$ cat src/rtl/deq_pkg.sv
// Package for the double-ended queue ring unit.
// Holds the item kind and result status codes, the controller state type and
// the command/status structs shared by the controller and the datapath.
package deq_pkg;

    // Item kinds carried on the input tuser
    localparam logic [2:0] KIND_PUSH_FRONT = 3'd0;
    localparam logic [2:0] KIND_PUSH_BACK  = 3'd1;
    localparam logic [2:0] KIND_POP_FRONT  = 3'd2;
    localparam logic [2:0] KIND_POP_BACK   = 3'd3;
    localparam logic [2:0] KIND_LIST       = 3'd4;

    // Result status codes carried on the output tuser
    localparam logic [1:0] STATUS_OK    = 2'd0;
    localparam logic [1:0] STATUS_EMPTY = 2'd1;
    localparam logic [1:0] STATUS_FULL  = 2'd2;

    // Controller states
    typedef enum logic [2:0] {
        ST_IDLE,
        ST_DECODE,
        ST_FETCH,
        ST_LIST_RD,
        ST_LIST_OUT
    } state_t;

    // Commands from the controller to the datapath
    typedef struct packed {
        logic ready;     // input side may take a transaction
        logic take;      // capture the input item
        logic exec;      // execute the captured item
        logic fetch;     // finish a pop with the fetched end value
        logic list_rd;   // read the next listed element
        logic list_emit; // emit the listed element
    } cmd_t;

    // Status from the datapath to the controller
    typedef struct packed {
        logic out_free;  // output register can load this cycle
        logic op_fetch;  // pop leaves elements, new end value must be read
        logic op_list;   // list over a non-empty store
        logic list_last; // current listed element is the back one
    } sts_t;

endpackage

$ cat src/rtl/double_ended_queue_ring_unit.sv
// Top level of the double-ended queue ring unit: stream ports, controller
// and datapath. Depends on deq_pkg, deq_ctrl and deq_datapath.
//
//   channel  | direction | tuser        | tdata                                | tlast
//   s_axis   | in        | kind [2:0]   | data_in [31:0]                       | -
//   m_axis   | out       | status [1:0] | data_out, fill_count, front, back    | run_end
//
// Steps: push, rejected pop/push, empty list and unused kinds are captured,
// then executed; a pop that leaves elements adds a step reading the new end
// value through the store's single registered read port. A list of N elements
// is captured and executed, then each element is read and then emitted.
// Reset (rst_n low, asynchronous) empties the queue; store contents are kept.
// A result waits in the output register while the next item is captured;
// execution stalls only when that register is still full.
module double_ended_queue_ring_unit #(
    parameter int DEPTH = 16,
    localparam int IDX_W = (DEPTH > 1) ? $clog2(DEPTH) : 1,
    localparam int CNT_W = $clog2(DEPTH + 1),
    localparam int OUT_W = ((96 + CNT_W + 7) / 8) * 8
) (
    input  logic             clk,
    input  logic             rst_n,
    input  logic             s_axis_tvalid,
    output logic             s_axis_tready,
    input  logic [31:0]      s_axis_tdata,  // [31:0] data_in
    input  logic [2:0]       s_axis_tuser,  // [2:0] kind
    output logic             m_axis_tvalid,
    input  logic             m_axis_tready,
    output logic [OUT_W-1:0] m_axis_tdata,  // data_out, fill_count, front_value,
                                            // back_value, zero fill
    output logic [1:0]       m_axis_tuser,  // [1:0] status
    output logic             m_axis_tlast
);
    import deq_pkg::*;

    cmd_t               cmd;
    sts_t               sts;
    logic [1:0]         out_status;
    logic signed [31:0] out_data;
    logic [CNT_W-1:0]   out_count;
    logic signed [31:0] out_front;
    logic signed [31:0] out_back;

    deq_ctrl u_ctrl (
        .clk      (clk),
        .rst_n    (rst_n),
        .in_valid (s_axis_tvalid),
        .sts      (sts),
        .cmd      (cmd)
    );

    deq_datapath #(
        .DEPTH (DEPTH),
        .IDX_W (IDX_W),
        .CNT_W (CNT_W)
    ) u_datapath (
        .clk        (clk),
        .rst_n      (rst_n),
        .cmd        (cmd),
        .sts        (sts),
        .in_kind    (s_axis_tuser),
        .in_data    (signed'(s_axis_tdata)),
        .out_ready  (m_axis_tready),
        .out_valid  (m_axis_tvalid),
        .out_status (out_status),
        .out_data   (out_data),
        .out_count  (out_count),
        .out_front  (out_front),
        .out_back   (out_back),
        .out_last   (m_axis_tlast)
    );

    // Pack the result fields, lowest first
    assign s_axis_tready = cmd.ready;
    assign m_axis_tuser  = out_status;
    assign m_axis_tdata  = {{(OUT_W - 96 - CNT_W){1'b0}}, out_back, out_front,
                            out_count, out_data};

    // One item at a time: no capture right after a capture
    assert property (@(posedge clk) disable iff (!rst_n)
        (s_axis_tvalid && s_axis_tready) |=> !s_axis_tready)
        else $error("input taken while previous item in flight");

    // A full report comes only from a full store
    assert property (@(posedge clk) disable iff (!rst_n)
        (m_axis_tvalid && (m_axis_tuser == STATUS_FULL)) |-> (out_count == CNT_W'(DEPTH)))
        else $error("full status with store not full");

    // An empty report shows an empty store with zero ends
    assert property (@(posedge clk) disable iff (!rst_n)
        (m_axis_tvalid && (m_axis_tuser == STATUS_EMPTY))
        |-> ((out_count == '0) && (out_front == '0) && (out_back == '0) && m_axis_tlast))
        else $error("empty status with inconsistent result");

    // Fill count never passes the depth
    assert property (@(posedge clk) disable iff (!rst_n)
        m_axis_tvalid |-> (out_count <= CNT_W'(DEPTH)))
        else $error("fill count beyond depth");

endmodule

$ cat src/rtl/deq_ctrl.sv
// Controller state machine of the double-ended queue ring unit.
// Sequences capture, execution, end-value fetch and list walk.
// Depends on deq_pkg for the state type and command/status structs.
module deq_ctrl (
    input  logic          clk,
    input  logic          rst_n,
    input  logic          in_valid,
    input  deq_pkg::sts_t sts,
    output deq_pkg::cmd_t cmd
);
    import deq_pkg::*;

    state_t state_reg;
    state_t state_next;

    // Hold state
    always_ff @(posedge clk or negedge rst_n)
    begin
        if (!rst_n)
        begin
            state_reg <= ST_IDLE;
        end
        else
        begin
            state_reg <= state_next;
        end
    end

    // Advance state
    always_comb
    begin
        state_next = state_reg;
        case (state_reg)
            ST_IDLE:
            begin
                if (in_valid)
                begin
                    state_next = ST_DECODE;
                end
            end
            ST_DECODE:
            begin
                if (sts.out_free)
                begin
                    if (sts.op_fetch)
                    begin
                        state_next = ST_FETCH;
                    end
                    else if (sts.op_list)
                    begin
                        state_next = ST_LIST_RD;
                    end
                    else
                    begin
                        state_next = ST_IDLE;
                    end
                end
            end
            ST_FETCH:
            begin
                if (sts.out_free)
                begin
                    state_next = ST_IDLE;
                end
            end
            ST_LIST_RD:
            begin
                state_next = ST_LIST_OUT;
            end
            ST_LIST_OUT:
            begin
                if (sts.out_free)
                begin
                    state_next = sts.list_last ? ST_IDLE : ST_LIST_RD;
                end
            end
            default:
            begin
                state_next = ST_IDLE;
            end
        endcase
    end

    // Drive commands
    always_comb
    begin
        cmd = '0;
        case (state_reg)
            ST_IDLE:
            begin
                cmd.ready = 1'b1;
                cmd.take  = in_valid;
            end
            ST_DECODE:
            begin
                cmd.exec = sts.out_free;
            end
            ST_FETCH:
            begin
                cmd.fetch = sts.out_free;
            end
            ST_LIST_RD:
            begin
                cmd.list_rd = 1'b1;
            end
            ST_LIST_OUT:
            begin
                cmd.list_emit = sts.out_free;
            end
            default:
            begin
                cmd = '0;
            end
        endcase
    end

endmodule

$ cat src/rtl/deq_datapath.sv
// Datapath of the double-ended queue ring unit: ring store, head index,
// element count, cached end values and the result register.
// Depends on deq_pkg for kind and status codes and command/status structs.
module deq_datapath #(
    parameter int DEPTH = 16,
    parameter int IDX_W = 4,
    parameter int CNT_W = 5
) (
    input  logic               clk,
    input  logic               rst_n,
    input  deq_pkg::cmd_t      cmd,
    output deq_pkg::sts_t      sts,
    input  logic [2:0]         in_kind,
    input  logic signed [31:0] in_data,
    input  logic               out_ready,
    output logic               out_valid,
    output logic [1:0]         out_status,
    output logic signed [31:0] out_data,
    output logic [CNT_W-1:0]   out_count,
    output logic signed [31:0] out_front,
    output logic signed [31:0] out_back,
    output logic               out_last
);
    import deq_pkg::*;

    localparam int SUM_W = CNT_W + 1;

    // Ring store
    logic [31:0] mem [DEPTH];

    logic [2:0]         kind_reg;
    logic signed [31:0] din_reg;
    logic [IDX_W-1:0]   head_reg,  head_next;
    logic [CNT_W-1:0]   count_reg, count_next;
    logic signed [31:0] front_reg, front_next;
    logic signed [31:0] back_reg,  back_next;
    logic [IDX_W-1:0]   idx_reg,   idx_next;
    logic signed [31:0] pend_reg,  pend_next;
    logic               fsel_reg,  fsel_next;
    logic [31:0]        rd_data_reg;

    logic               mem_we;
    logic [IDX_W-1:0]   mem_waddr;
    logic               rd_en;
    logic [IDX_W-1:0]   rd_addr;

    logic               out_valid_reg, out_valid_next;
    logic               load_out;
    logic [1:0]         ost_next;
    logic signed [31:0] odata_next;
    logic [CNT_W-1:0]   ocount_next;
    logic signed [31:0] ofront_next;
    logic signed [31:0] oback_next;
    logic               olast_next;
    logic [1:0]         ost_reg;
    logic signed [31:0] odata_reg;
    logic [CNT_W-1:0]   ocount_reg;
    logic signed [31:0] ofront_reg;
    logic signed [31:0] oback_reg;
    logic               olast_reg;

    logic               is_full;
    logic               is_empty;
    logic               out_free;
    logic [IDX_W-1:0]   head_dec;

    // Slot of base plus offset, wrapped once around the ring
    function automatic logic [IDX_W-1:0] wrap_add(input logic [IDX_W-1:0] base,
                                                  input logic [CNT_W-1:0] off);
        logic [SUM_W-1:0] sum;
        sum = SUM_W'(base) + SUM_W'(off);
        if (sum >= SUM_W'(DEPTH))
        begin
            sum = sum - SUM_W'(DEPTH);
        end
        return sum[IDX_W-1:0];
    endfunction

    assign is_full  = (count_reg == CNT_W'(DEPTH));
    assign is_empty = (count_reg == '0);
    assign out_free = !out_valid_reg || out_ready;
    assign head_dec = (head_reg == '0) ? IDX_W'(DEPTH - 1) : head_reg - IDX_W'(1);

    // Report status to the controller
    always_comb
    begin
        sts.out_free  = out_free;
        sts.op_fetch  = ((kind_reg == KIND_POP_FRONT) || (kind_reg == KIND_POP_BACK))
                        && (count_reg >= CNT_W'(2));
        sts.op_list   = (kind_reg == KIND_LIST) && !is_empty;
        sts.list_last = ((CNT_W'(idx_reg) + CNT_W'(1)) == count_reg);
    end

    // Compute next values of the queue state and the result
    always_comb
    begin
        head_next   = head_reg;
        count_next  = count_reg;
        front_next  = front_reg;
        back_next   = back_reg;
        idx_next    = idx_reg;
        pend_next   = pend_reg;
        fsel_next   = fsel_reg;
        mem_we      = 1'b0;
        mem_waddr   = head_reg;
        rd_en       = 1'b0;
        rd_addr     = head_reg;
        load_out    = 1'b0;
        ost_next    = STATUS_OK;
        odata_next  = '0;
        ocount_next = count_reg;
        ofront_next = front_reg;
        oback_next  = back_reg;
        olast_next  = 1'b1;

        if (cmd.exec)
        begin
            case (kind_reg)
                KIND_PUSH_FRONT:
                begin
                    load_out = 1'b1;
                    if (is_full)
                    begin
                        ost_next = STATUS_FULL;
                    end
                    else
                    begin
                        mem_we     = 1'b1;
                        mem_waddr  = head_dec;
                        head_next  = head_dec;
                        count_next = count_reg + CNT_W'(1);
                        front_next = din_reg;
                        if (is_empty)
                        begin
                            back_next = din_reg;
                        end
                    end
                end
                KIND_PUSH_BACK:
                begin
                    load_out = 1'b1;
                    if (is_full)
                    begin
                        ost_next = STATUS_FULL;
                    end
                    else
                    begin
                        mem_we     = 1'b1;
                        mem_waddr  = wrap_add(head_reg, count_reg);
                        count_next = count_reg + CNT_W'(1);
                        back_next  = din_reg;
                        if (is_empty)
                        begin
                            front_next = din_reg;
                        end
                    end
                end
                KIND_POP_FRONT:
                begin
                    if (is_empty)
                    begin
                        load_out = 1'b1;
                        ost_next = STATUS_EMPTY;
                    end
                    else
                    begin
                        pend_next  = front_reg;
                        head_next  = wrap_add(head_reg, CNT_W'(1));
                        count_next = count_reg - CNT_W'(1);
                        fsel_next  = 1'b1;
                        if (count_reg == CNT_W'(1))
                        begin
                            // Last element leaves: both ends read as zero
                            front_next = '0;
                            back_next  = '0;
                            load_out   = 1'b1;
                            odata_next = front_reg;
                        end
                        else
                        begin
                            rd_en   = 1'b1;
                            rd_addr = wrap_add(head_reg, CNT_W'(1));
                        end
                    end
                end
                KIND_POP_BACK:
                begin
                    if (is_empty)
                    begin
                        load_out = 1'b1;
                        ost_next = STATUS_EMPTY;
                    end
                    else
                    begin
                        pend_next  = back_reg;
                        count_next = count_reg - CNT_W'(1);
                        fsel_next  = 1'b0;
                        if (count_reg == CNT_W'(1))
                        begin
                            front_next = '0;
                            back_next  = '0;
                            load_out   = 1'b1;
                            odata_next = back_reg;
                        end
                        else
                        begin
                            rd_en   = 1'b1;
                            rd_addr = wrap_add(head_reg, count_reg - CNT_W'(2));
                        end
                    end
                end
                KIND_LIST:
                begin
                    idx_next = '0;
                    if (is_empty)
                    begin
                        load_out = 1'b1;
                        ost_next = STATUS_EMPTY;
                    end
                end
                default:
                begin
                    // Unused kinds: plain ok result, store untouched
                    load_out = 1'b1;
                end
            endcase
            ocount_next = count_next;
            ofront_next = front_next;
            oback_next  = back_next;
        end
        else if (cmd.fetch)
        begin
            // Install the new end value read from the store
            if (fsel_reg)
            begin
                front_next = signed'(rd_data_reg);
            end
            else
            begin
                back_next = signed'(rd_data_reg);
            end
            load_out    = 1'b1;
            odata_next  = pend_reg;
            ofront_next = front_next;
            oback_next  = back_next;
        end
        else if (cmd.list_rd)
        begin
            rd_en   = 1'b1;
            rd_addr = wrap_add(head_reg, CNT_W'(idx_reg));
        end
        else if (cmd.list_emit)
        begin
            load_out   = 1'b1;
            odata_next = signed'(rd_data_reg);
            olast_next = sts.list_last;
            idx_next   = idx_reg + IDX_W'(1);
        end
    end

    assign out_valid_next = load_out ? 1'b1 : (out_ready ? 1'b0 : out_valid_reg);

    // Hold control state
    always_ff @(posedge clk or negedge rst_n)
    begin
        if (!rst_n)
        begin
            head_reg      <= '0;
            count_reg     <= '0;
            front_reg     <= '0;
            back_reg      <= '0;
            out_valid_reg <= 1'b0;
        end
        else
        begin
            head_reg      <= head_next;
            count_reg     <= count_next;
            front_reg     <= front_next;
            back_reg      <= back_next;
            out_valid_reg <= out_valid_next;
        end
    end

    // Capture item and working payload
    always_ff @(posedge clk)
    begin
        if (cmd.take)
        begin
            kind_reg <= in_kind;
            din_reg  <= in_data;
        end
        idx_reg  <= idx_next;
        pend_reg <= pend_next;
        fsel_reg <= fsel_next;
    end

    // Load the result register
    always_ff @(posedge clk)
    begin
        if (load_out)
        begin
            ost_reg    <= ost_next;
            odata_reg  <= odata_next;
            ocount_reg <= ocount_next;
            ofront_reg <= ofront_next;
            oback_reg  <= oback_next;
            olast_reg  <= olast_next;
        end
    end

    // Write and read the ring store
    always_ff @(posedge clk)
    begin
        if (mem_we)
        begin
            mem[mem_waddr] <= din_reg;
        end
        if (rd_en)
        begin
            rd_data_reg <= mem[rd_addr];
        end
    end

    assign out_valid  = out_valid_reg;
    assign out_status = ost_reg;
    assign out_data   = odata_reg;
    assign out_count  = ocount_reg;
    assign out_front  = ofront_reg;
    assign out_back   = oback_reg;
    assign out_last   = olast_reg;

endmodule
$ cat config.mk
export PLATFORM = sky130hd
export DESIGN_NAME = double_ended_queue_ring_unit
export DESIGN_NICKNAME = d
export VERILOG_FILES = /design/src/rtl/deq_pkg.sv /design/src/rtl/double_ended_queue_ring_unit.sv /design/src/rtl/deq_ctrl.sv /design/src/rtl/deq_datapath.sv
export SDC_FILE = /design/constraint.sdc
export NUM_CORES = 1
export LEC_CHECK = 0
export BUFFER_PORTS_ARGS = -buffer_cell sky130_fd_sc_hd__buf_2
export CAP_MARGIN = 15
export CORE_MARGIN = 10
export CORE_UTILIZATION = 50
export DETAILED_ROUTE_END_ITERATION = 16
export GPL_TIMING_DRIVEN = 0
export HOLD_SLACK_MARGIN = 0.02
export PLACE_DENSITY = 0.64
export SLEW_MARGIN = 0
export SYNTH_ARGS = -nofsm -noshare
export SYNTH_HDL_FRONTEND = slang
export SYNTH_SLANG_ARGS = --single-unit
$ cat constraint.sdc
create_clock -name clk -period 13.02 [get_ports clk]
set_input_delay 0.651 -clock clk [delete_from_list [all_inputs] [get_ports clk]]
set_output_delay 0.651 -clock clk [all_outputs]
set_load 0.05 [all_outputs]
== Word level (Yosys, flattened, before mapping) ==
Memory sizes are Yosys's and may differ from the RTL's. A register that Yosys moved wholly into a read port is not among the register bits.
Cells that the tools add are included.

* Output and inout bits: 109
* Bits in writable memories: 512
* Memories: 1
* Bits in registers: 253
* Latch bits: 0
* Logic and storage cells: 178
* Input bits: 39
* ROM bits: 0

* Reduce and logical (&&, ||, !) cells: 22
* Shift operators: 0
* Eq/ne operators: 20
* Div/mod/pow operators: 0
* $lt $le $gt $ge: 5
* Multipliers: 0
* Bitwise gates (word level): 1
* Muxes and demuxes: 98
* Add/subtract/negate cells: 14

{| class="wikitable"
|+ Memory list
! memory !! depth !! width !! rd ports !! clocked after Yosys merged registers in !! wr ports !! line !! RTL
|-
| u_datapath.mem || 16 || 32 || 1 || 1 || 1 || deq_datapath.sv:29 || <nowiki>logic [31:0] mem [DEPTH];</nowiki>
|}

{| class="wikitable"
|+ Operators by type and width
! kind !! number
|-
| two-way mux 32 bit || 26
|-
| one-hot mux 32 bit (3 select lines) || 2
|-
| one-hot mux 32 bit (2 select lines) || 2
|-
| two-way mux 4 bit || 21
|-
| two-way mux 1 bit || 27
|-
| one-hot mux 4 bit (2 select lines) || 3
|-
| subtractor 4 x 1 -> 4 bit, second input constant || 5
|-
| two-way mux 3 bit || 5
|-
| two-way mux 5 bit || 3
|-
| one-hot mux 3 bit (5 select lines) || 1
|-
| adder 4 x 5 -> 6 bit || 2
|-
| == test 3 x 2 -> 1 bit, second input constant || 4
|-
| greater-or-equal comparator 6 x 5 -> 1 bit, second input constant || 2
|-
| != test 2 x 1 -> 1 bit, second input constant || 6
|-
| AND reduction 4 bit || 3
|-
| adder 4 x 1 -> 5 bit, second input constant || 2
|-
| greater-or-equal comparator 5 bit, second input constant || 2
|-
| one-hot mux 5 bit (2 select lines) || 1
|-
| two-way mux 2 bit || 4
|-
| nonzero test 2 bit || 4
|-
| == test 3 x 1 -> 1 bit, second input constant || 2
|-
| == test 3 bit, second input constant || 2
|-
| logical NOT 3 bit || 2
|-
| != test 2 bit, second input constant || 3
|-
| other kinds (21) || 26
|}

== Longest topological paths before layout ==
Gate-level depths: netlist of the first run.

* Depth after elaboration: 8
* Depth in mapped cells: 14
* Gate-level depth less buffers: 11

== By module ==
From an unflattened synthesis of the first run, not the netlist that was laid out.

* Cell total of the unflattened synthesis: 2290
* Area, all modules: 33400.8 µm²

{| class="wikitable"
|+ By module, submodules not included
! module !! instances !! cells an instance !! area each (µm²) !! sequential area each (µm²)
|-
| deq_datapath || 1 || 2256 || 33118.0 || 23472.5
|-
| deq_ctrl || 1 || 30 || 256.5 || 75.1
|-
| double_ended_queue_ring_unit || 1 || 4 || 26.3 || 0.0
|}

== Worst setup path before layout of the first run ==
No wires, ideal clock.

* Path type: register -> register
* From: register u_datapath.count_reg[1]
* To: register u_datapath.oback_reg[0], in the netlist u_datapath.out_back[0] (enable)
* Data required time: 12.451 ns
* Path buffers: 0
* Cell stages (with the launch flop): 8
* Arrival time: 5.696 ns
* Period minus slack after synthesis: 6.265 ns
* Slack: 6.755 ns
* Library setup time: 0.569 ns
* Cell sequence: dfrtp_1 > inv_1 > ha_1 > a21oi_1 > o22ai_1 > a21oi_1 > o21a_1 > nor2_1

* Longest elaborated chain between the ends: 5
* Elaborated cells between the ends (all ways): 7
* Those cells by class: eq/ne: 1; mux: 5; reduce/logical: 1

{| class="wikitable"
|+ Ends and longest elaborated chain
! element !! line !! RTL
|-
| from (decl) || deq_datapath.sv:34 || <nowiki>logic [CNT_W-1:0] count_reg, count_next;</nowiki>
|-
| from (signal assigned) || deq_datapath.sv:277 || <nowiki>count_reg <= count_next;</nowiki>
|-
| == test 5 x 1 -> 1 bit || deq_datapath.sv:171, deq_datapath.sv:198 ||
|-
| two-way mux 1 bit || deq_datapath.sv:171, deq_datapath.sv:198 ||
|-
| two-way mux 1 bit || deq_datapath.sv:188 || <nowiki>if (is_empty)</nowiki>
|-
| one-hot mux 1 bit (2 select lines) * || deq_datapath.sv:118 || <nowiki>case (kind_reg)</nowiki>
|-
| two-way mux 1 bit * || deq_datapath.sv:116 || <nowiki>if (cmd.exec)</nowiki>
|-
| named net u_datapath.load_out || deq_datapath.sv:48 || <nowiki>logic load_out;</nowiki>
|-
| to (signal assigned) || deq_datapath.sv:306 || <nowiki>oback_reg <= oback_next;</nowiki>
|-
| to (decl) || deq_datapath.sv:59 || <nowiki>logic signed [31:0] oback_reg;</nowiki>
|}

Mark *: on every way through the listed nets, which the timed path passes. The rest lies on a longest branch.
A chain may end at the register's enable or synchronous reset.

== Worst setup path in the final report of the first run ==
* From: register u_datapath.count_reg[0]
* To: register u_datapath.rd_data_reg[18], read port of u_datapath.mem (data pin)

* Longest elaborated chain between the ends: 8
* Elaborated cells between the ends (all ways): 17
* Those cells by class: add/sub: 3; order compare: 1; eq/ne: 1; mux: 11; reduce/logical: 1

{| class="wikitable"
|+ Ends and longest elaborated chain
! element !! line !! RTL
|-
| subtractor 5 x 2 -> 5 bit || deq_datapath.sv:208 || <nowiki>rd_addr = wrap_add(head_reg, count_reg - CNT_W'(2));</nowiki>
|-
| adder 4 x 5 -> 6 bit || deq_datapath.sv:71 || <nowiki>sum = SUM_W'(base) + SUM_W'(off);</nowiki>
|-
| greater-or-equal comparator 6 x 5 -> 1 bit or subtractor 4 x 1 -> 4 bit (tied branches) || deq_datapath.sv:72, deq_datapath.sv:74 ||
|-
| two-way mux 4 bit || deq_datapath.sv:72 || <nowiki>if (sum >= SUM_W'(DEPTH))</nowiki>
|-
| two-way mux 4 bit || deq_datapath.sv:198 || <nowiki>if (count_reg == CNT_W'(1))</nowiki>
|-
| two-way mux 4 bit || deq_datapath.sv:188 ||
|-
| one-hot mux 4 bit (2 select lines) || deq_datapath.sv:118 ||
|-
| two-way mux 4 bit || deq_datapath.sv:116 ||
|-
| to (decl) || deq_datapath.sv:40 || <nowiki>logic [31:0] rd_data_reg;</nowiki>
|}

Parallel ways exist; a longest one is shown, timed or not.

==> impl_metrics.env, run 1 <==
export IMPL_area_delta_synth_final_pct=14.9
export IMPL_busiest_layer="met2"
export IMPL_drc=0
export IMPL_p_leak_nw=12.9
export IMPL_pwr_share_clk=0.215
export IMPL_holdWs_ps=197
export IMPL_dp_hpwl_um=71800
export IMPL_ir_drop_uv=146
export IMPL_synth_cell_types=78
export IMPL_fillCellCount=5293
export IMPL_hold_path_class="primary input to flop"
export IMPL_synth_top_area_frac=0.638
export IMPL_ys_async_sr_fraction=0.0966
export IMPL_gp_congestion=0.922
export IMPL_via_per_inst=6.68
export IMPL_synth_cells=2405
export IMPL_largest_reg_flops=512
export IMPL_worstMarginPinSlew_ps=1010
export IMPL_worstRegToRegCells=13
export IMPL_cpPeakStageDelay_ps=580
export IMPL_cts_tree="built"
export IMPL_cts_max_level=3
export IMPL_cts_sinks=797
export IMPL_period_needed_ps=4930
export IMPL_grt_pass1_vias=23800
export IMPL_synth_ff_type="edfxtp_1"
export IMPL_numCtsBuffers=81
export IMPL_internal_power_mw=6.08
export IMPL_finalMaxSlewViolations=0
export IMPL_max_flop_register="u_datapath.mem"
export IMPL_final_setup_tns_ps=0
export IMPL_path_max_fanout=10
export IMPL_fmax_mhz=203
export IMPL_cts_setup_buffers=0
export IMPL_end_kind="flop"
export IMPL_fin_crit_sh=0.378
export IMPL_cts_buffer_depth=3
export IMPL_grt_ovfl_total=0
export IMPL_drv_cap=0
export IMPL_regToRegSetupSlack_ps=8090
export IMPL_r2r_end="u_datapath.rd_data_reg[18]"
export IMPL_grt_max_degree=49
export IMPL_post_route_util=0.580
export IMPL_path_cells="clkbuf_1 -> inv_1 -> ha_1 -> nor2_1 -> o2111ai_2 -> nand3_1 -> clkbuf_1 -> clkbuf_1 -> clkbuf_1 -> nand3_1 -> a32oi_1 -> a22oi_1 -> o221ai_1"
export IMPL_vias=24000
export IMPL_r2r_start="u_datapath.count_reg[0]"
export IMPL_combPwrFrac=0.425
export IMPL_clock_latency_ps=630
export IMPL_finalPower_mw=10.7
export IMPL_finalSetupViolCount=0
export IMPL_yosys_warnings=0
export IMPL_slowest_stage="clkbuf_1"
export IMPL_cp_start_kind="flop"
export IMPL_cts_root_buf="clkbuf_16"
export IMPL_synth_edf_count=720
export IMPL_setup_worst_path_start="u_datapath.count_reg[0]"
export IMPL_antenna_cells=0
export IMPL_power_density_nw_per_um2=276
export IMPL_drtAntennaViolNets=0
export IMPL_syn_avg_cell_area_sq_um=14.1
export IMPL_cp_endpoint="u_datapath.rd_data_reg[18]"
export IMPL_drt_initial_drc_count=2873
export IMPL_drive_gt1_frac=0.145
export IMPL_hold_viol=0
export IMPL_wl_per_cell_um=28.2
export IMPL_dr_pass1_iters=7
export IMPL_status="complete, no violations"
export IMPL_routed_wl_um=101000
export IMPL_io_buffer_count=144
export IMPL_clock_skew_ps=20.5
export IMPL_die_w_um=280
export IMPL_use_met1=0.341
export IMPL_yosysSeqAreaShare=0.695
export IMPL_synth_area_sq_um=33900
export IMPL_crit_top_cell="clkbuf_1"
export IMPL_io_pins=148
export IMPL_worstSetupPathType="flop to flop"
export IMPL_ys_seq_elements=797
export IMPL_nets=2718
export IMPL_std_cell_rows=95
export IMPL_die_area_sq_um=78500
export IMPL_rsz0062_at_grt="no"
export IMPL_p_sw_mw=4.66
export IMPL_die_h_um=280
export IMPL_use_met2=0.414
export IMPL_grt_util_all_layers=0.252
export IMPL_clk_pin_slew_ps=60
export IMPL_antenna_found_initial=0
export IMPL_grt_pass1_wl_um=151000
export IMPL_switching_share=0.434
export IMPL_use_met3=0.0399
export IMPL_core_area_sq_um=67200
export IMPL_critPathRequiredTime_ps=13440
export IMPL_slew_headroom=0.329
export IMPL_arrival_ps=5340
export IMPL_synth_largest_area_cell="edfxtp_1"
export IMPL_start_util=0.504
export IMPL_yosys_top_cells_area="edfxtp_1 (64%), dfrtp_1 (5.7%), o221ai_1 (4.1%)"
export IMPL_power_frac_seq=0.360
-- cell families after synthesis --
kind of cell / after synthesis / share of synthesized area
AOI/OAI and AO/OA: 852 / 0.186
xor gates and xnor gates: 13 / 0.00380
adders and majority gates: 22 / 0.00879
buffers and inverters: 242 / 0.0300
DFF: 797 / 0.695
muxes: 69 / 0.0216
other: 1 / 0.000111
and+or+nand+nor: 409 / 0.0546
-- stage by stage --
step                std cells  instance area [sq um]  setup WS, ps
floorplan                2407                  33900          6760
global placement         3424                  35700          4930
detailed placement       3446                  36300          8170
CTS                      3596                  38900          8140
global route             3596                  38900          7840
finish                   3596                  38900          8090
-- synthesized netlist by cell type (15+ instances only) --
| cell | n |
|---|---|
| dfrtp_1 | 77 |
| ha_1 | 19 |
| a221o_1 | 61 |
| nor2_1 | 41 |
| clkbuf_1 | 160 |
| inv_1 | 17 |
| a21oi_1 | 140 |
| buf_2 | 43 |
| mux2i_1 | 37 |
| a32o_1 | 62 |
| edfxtp_1 | 720 |
| nand2_1 | 227 |
| o221ai_1 | 158 |
| nand3_1 | 78 |
| a32oi_1 | 127 |
| o21ai_0 | 169 |
| o21ai_1 | 15 |
| a22oi_1 | 64 |
| mux2_2 | 32 |
-- power by group through the flow --
stage / clock (mW) / combinational, mW / sequential, mW
after floorplan: 0 / 2.37 / 4.37
after global placement: 0 / 4.35 / 3.93
after detailed placement: 0 / 4.49 / 3.90
after CTS: 2.34 / 4.51 / 3.85
after global routing: 2.44 / 4.84 / 3.91
final: 2.31 / 4.56 / 3.86
-- layout make-up --
type,count,area [sq um],share of cell area
well taps,873,1090,0.0281
clock buffers,101,2150,0.0553
flip-flops and latches,797,23500,0.605
multi-input cells,1368,9420,0.242
repair buffers,167,1240,0.0319
inverters,19,71.3,0.00183
plain buffers,223,943,0.0242
clock inverters,48,455,0.0117
-- repair_timing --
item | in CTS | in global routing
hold buffers | 1 | 0
resized for setup | 0 | 0
endpoints found under the setup margin | 0 | 0
hold endpoints to repair | 29 | 0
-- layout by cell type (no fill, tap or decap), types with 77 or more instances in the layout --
master	n
a21oi_1	140
edfxtp_1	720
clkbuf_1	176
a32oi_1	127
nand3_1	78
dfrtp_1	77
nand2_1	227
o221ai_1	158
buf_2	186
o21ai_0	169
clkbuf_16	82
-- critical path, delay by kind of cell, from the launching register on --
| family | cells | cell delay, ps |
|---|---|---|
| AO/OA/AOI/OAI | 4 | 1100 |
| adder cells (fa/ha/maj) | 1 | 320 |
| buffers and inverters | 5 | 2130 |
| flip-flops | 1 | 490 |
| AND/OR/NAND/NOR | 3 | 660 |
-- how the worst min path moves through the flow --
stage                                  startpoint                       to  slack, ps  cells after the start
after detailed placement  u_datapath.pend_reg[16]  u_datapath.out_data[16]        560                      2
after CTS                         s_axis_tuser[2]   u_datapath.kind_reg[2]        170                      1
after global placement    u_datapath.pend_reg[25]  u_datapath.out_data[25]        550                      2
final                             s_axis_tuser[2]   u_datapath.kind_reg[2]        200                      1
after floorplan                             rst_n      u_ctrl.state_reg[0]        360                      0
after global routing             s_axis_tdata[25]   u_datapath.din_reg[25]        180                      1
-- layer usage --
metal / share of wire / wire [um] / vias up
met1: 0.41 / 41300 / 12000
met4: 0.026 / 2680 / 0
li1: - / - / 10400
met5: 0 / 0 / -
met3: 0.088 / 8890 / 248
met2: 0.48 / 48500 / 1422
Note: power is estimated with default switching activity, not from simulation.
==> run 2: changes to the inputs <==
--- a/config.mk
+++ b/config.mk
@@ -12,7 +12,7 @@
 export DETAILED_ROUTE_END_ITERATION = 16
 export GPL_TIMING_DRIVEN = 0
 export HOLD_SLACK_MARGIN = 0.02
-export PLACE_DENSITY = 0.64
+export PLACE_DENSITY = 0.66
 export SLEW_MARGIN = 0
 export SYNTH_ARGS = -nofsm -noshare
 export SYNTH_HDL_FRONTEND = slang
==> constraint.sdc (replaced) <==
create_clock -name clk -period 4 [get_ports clk]
set_input_delay 0.2 -clock clk [delete_from_list [all_inputs] [get_ports clk]]
set_output_delay 0.2 -clock clk [all_outputs]
set_load 0.05 [all_outputs]
==> run 2 against run 1 <==
  * The run now ends with setup timing left
  * Sequential share of layout area decreased by 1.2 points
  * Fmax up 23%
  * Critical path depth down 1
  * Power increased to 3.3 times the previous value
  * Cell area grew 2.1%
  * Global-route usage fell by 0.41 points
  * Highest routed layer unchanged
==> impl_metrics.env, run 2 (synthesis gave the netlist of run 1 again) <==
export IMPL_status="finished, violations left"
export IMPL_violations="setup timing"
export IMPL_drc=0
export IMPL_worstMarginPinSlew_ps=1020
export IMPL_drv_cap=0
export IMPL_final_seq_area_sq_um=23600
export IMPL_top_layer_used="met4"
export IMPL_io_pins=148
export IMPL_antenna_cells=0
export IMPL_routed_wl_um=99700
export IMPL_drtAntennaViolNets=0
export IMPL_dp_cells=3443
export IMPL_cpLargestDelayFamily="buffers and inverters"
export IMPL_hold_viol=0
export IMPL_gp_congestion=0.937
export IMPL_grt_pass1_wl_um=149000
export IMPL_drive_gt1_frac=0.173
export IMPL_fmax_mhz=250
export IMPL_p_sw_mw=15.3
export IMPL_layout_cells_non_filler=3639
export IMPL_worstSetupPathType="flop to flop"
export IMPL_std_cell_rows=95
export IMPL_power_density_nw_per_um2=899
export IMPL_slew_headroom=0.323
export IMPL_path_max_fanout=10
export IMPL_wl_met2_um=47300
export IMPL_internal_power_mw=20.4
export IMPL_numCtsBuffers=84
export IMPL_power_frac_seq=0.352
export IMPL_crit_top_cell="clkbuf_2"
export IMPL_nets=2764
export IMPL_period_needed_ps=4000
export IMPL_area_delta_synth_final_pct=17.3
export IMPL_slowest_stage="dfrtp_2"
export IMPL_rsz0062_at_grt="yes"
export IMPL_cp_start_kind="flop"
export IMPL_grt_pass1_vias=23900
export IMPL_cpPeakStageDelay_ps=510
export IMPL_cts_max_level=3
export IMPL_via_per_inst=6.64
export IMPL_grt_max_degree=41
export IMPL_worst_slack_ps=-2.69
export IMPL_path_cells="inv_1 -> ha_1 -> nor2_2 -> o2111ai_4 -> nand3_1 -> clkbuf_2 -> clkbuf_2 -> clkbuf_2 -> nand3_1 -> a32oi_1 -> a22oi_1 -> o221ai_1"
export IMPL_multi_input_area_sq_um=9580
export IMPL_cts_root_buf="clkbuf_16"
export IMPL_max_flop_register="u_datapath.mem"
export IMPL_final_common_cell="edfxtp_1"
export IMPL_dp_slack_ps=-680
export IMPL_route_met3_wl_um=10500
export IMPL_antenna_found_initial=0
export IMPL_cts_buffer_depth=3
export IMPL_p_leak_nw=13.3
export IMPL_fillCellCount=5184
export IMPL_critPathRequiredTime_ps=4320
export IMPL_die_h_um=280
export IMPL_die_w_um=280
export IMPL_end_kind="flop"
export IMPL_clk_pin_slew_ps=60
export IMPL_dr_pass1_iters=6
export IMPL_combPwrFrac=0.428
export IMPL_arrival_ps=4320
export IMPL_drt_initial_drc_count=3204
export IMPL_pwr_share_clk=0.219
export IMPL_finalSetupViolCount=1
export IMPL_met1_length_um=38800
export IMPL_io_buffer_count=144
export IMPL_grt_util_all_layers=0.248
export IMPL_switching_share=0.430
export IMPL_finalMaxSlewViolations=0
export IMPL_largest_reg_flops=512
export IMPL_core_area_sq_um=67200
export IMPL_clock_skew_ps=24.8
export IMPL_layout_common_cells="edfxtp_1 (720), nand2_1 (227), buf_2 (184)"
export IMPL_clock_latency_ps=630
export IMPL_die_area_sq_um=78500
export IMPL_dp_hpwl_um=69800
export IMPL_ir_drop_uv=486
export IMPL_grt_ovfl_total=0
export IMPL_wl_per_cell_um=27.4
export IMPL_hold_path_class="primary input to async pin"
export IMPL_fin_crit_sh=1.00
export IMPL_cp_buffers_inverters=4
export IMPL_vias=24200
export IMPL_cts_sinks=797
export IMPL_cts_tree="built"
export IMPL_start_util=0.504
## run 2: worst reg2reg max path: stages (launching register included)
cell and delay (ps):
dfrtp_2 510, inv_1 260, ha_1 360, nor2_2 100, o2111ai_4 300, nand3_1 320
clkbuf_2 320, clkbuf_2 320, clkbuf_2 290, nand3_1 140, a32oi_1 120, a22oi_1 360
o221ai_1 290
## run 2: metrics by stage
stage,power [mW],utilization,hold WS [ps],TNS [ps],instance area [sq um]
2_1_floorplan,21.8,-,-95.6,0,33900
3_3_place_gp,26.7,0.532,376,-719160,35700
3_5_place_dp,27.2,0.539,200,-41520,36200
4_1_cts,35.2,0.587,50.3,0,39500
5_1_grt,37.2,0.591,123,-462,39700
6_report,35.7,0.591,92.1,-2.69,39700
## run 2: what timing repair did
item	in CTS	in global routing
hold endpoints to repair	115	0
hold buffers	37	0
setup endpoints to repair	348	575
buffers inserted	4	6
pin swaps	2	3
resized for setup	37	62
## run 2: metal layers
layer,GRT usage,vias to the layer above
met5,0,-
met4,0.0918,0
met3,0.0440,254
met2,0.403,1527
met1,0.331,11900
li1,-,10400
## run 2: worst paths after layout
| check | startpoint | slack [ps] | cells past startpoint | to |
|---|---|---|---|---|
| setup reg to reg | u_datapath.count_reg[1] | -3 | 12 | u_datapath.rd_data_reg[0] |
| hold / removal | rst_n | 90 | 2 | u_datapath.count_reg[1] |
| min in group clk | m_axis_tready | 110 | 4 | u_datapath.out_valid |
| hold reg to reg | u_datapath.pend_reg[14] | 560 | 2 | u_datapath.out_data[14] |
| setup / recovery | u_datapath.count_reg[1] | -3 | 12 | u_datapath.rd_data_reg[0] |
| max in group asynchronous | rst_n | 3280 | 3 | u_datapath.front_reg[4] |
## run 2: final cells by class
cell class / count / share of cell area
plain buffers: 223 / 0.0254
clock buffers: 110 / 0.0585
flip-flops and latches: 797 / 0.593
clock inverters: 39 / 0.0108
inverters: 19 / 0.00180
repair buffers: 210 / 0.0418
well taps: 873 / 0.0275
multi-input cells: 1368 / 0.241
## run 2: power by group through the flow
stage | clock (mW) | combinational, mW | sequential [mW]
6_report | 7.84 | 15.3 | 12.6
4_1_cts | 7.93 | 14.7 | 12.5
2_1_floorplan | 0 | 7.72 | 14.1
5_1_grt | 8.31 | 16.1 | 12.7
3_3_place_gp | 0 | 14.1 | 12.7
3_5_place_dp | 0 | 14.5 | 12.7
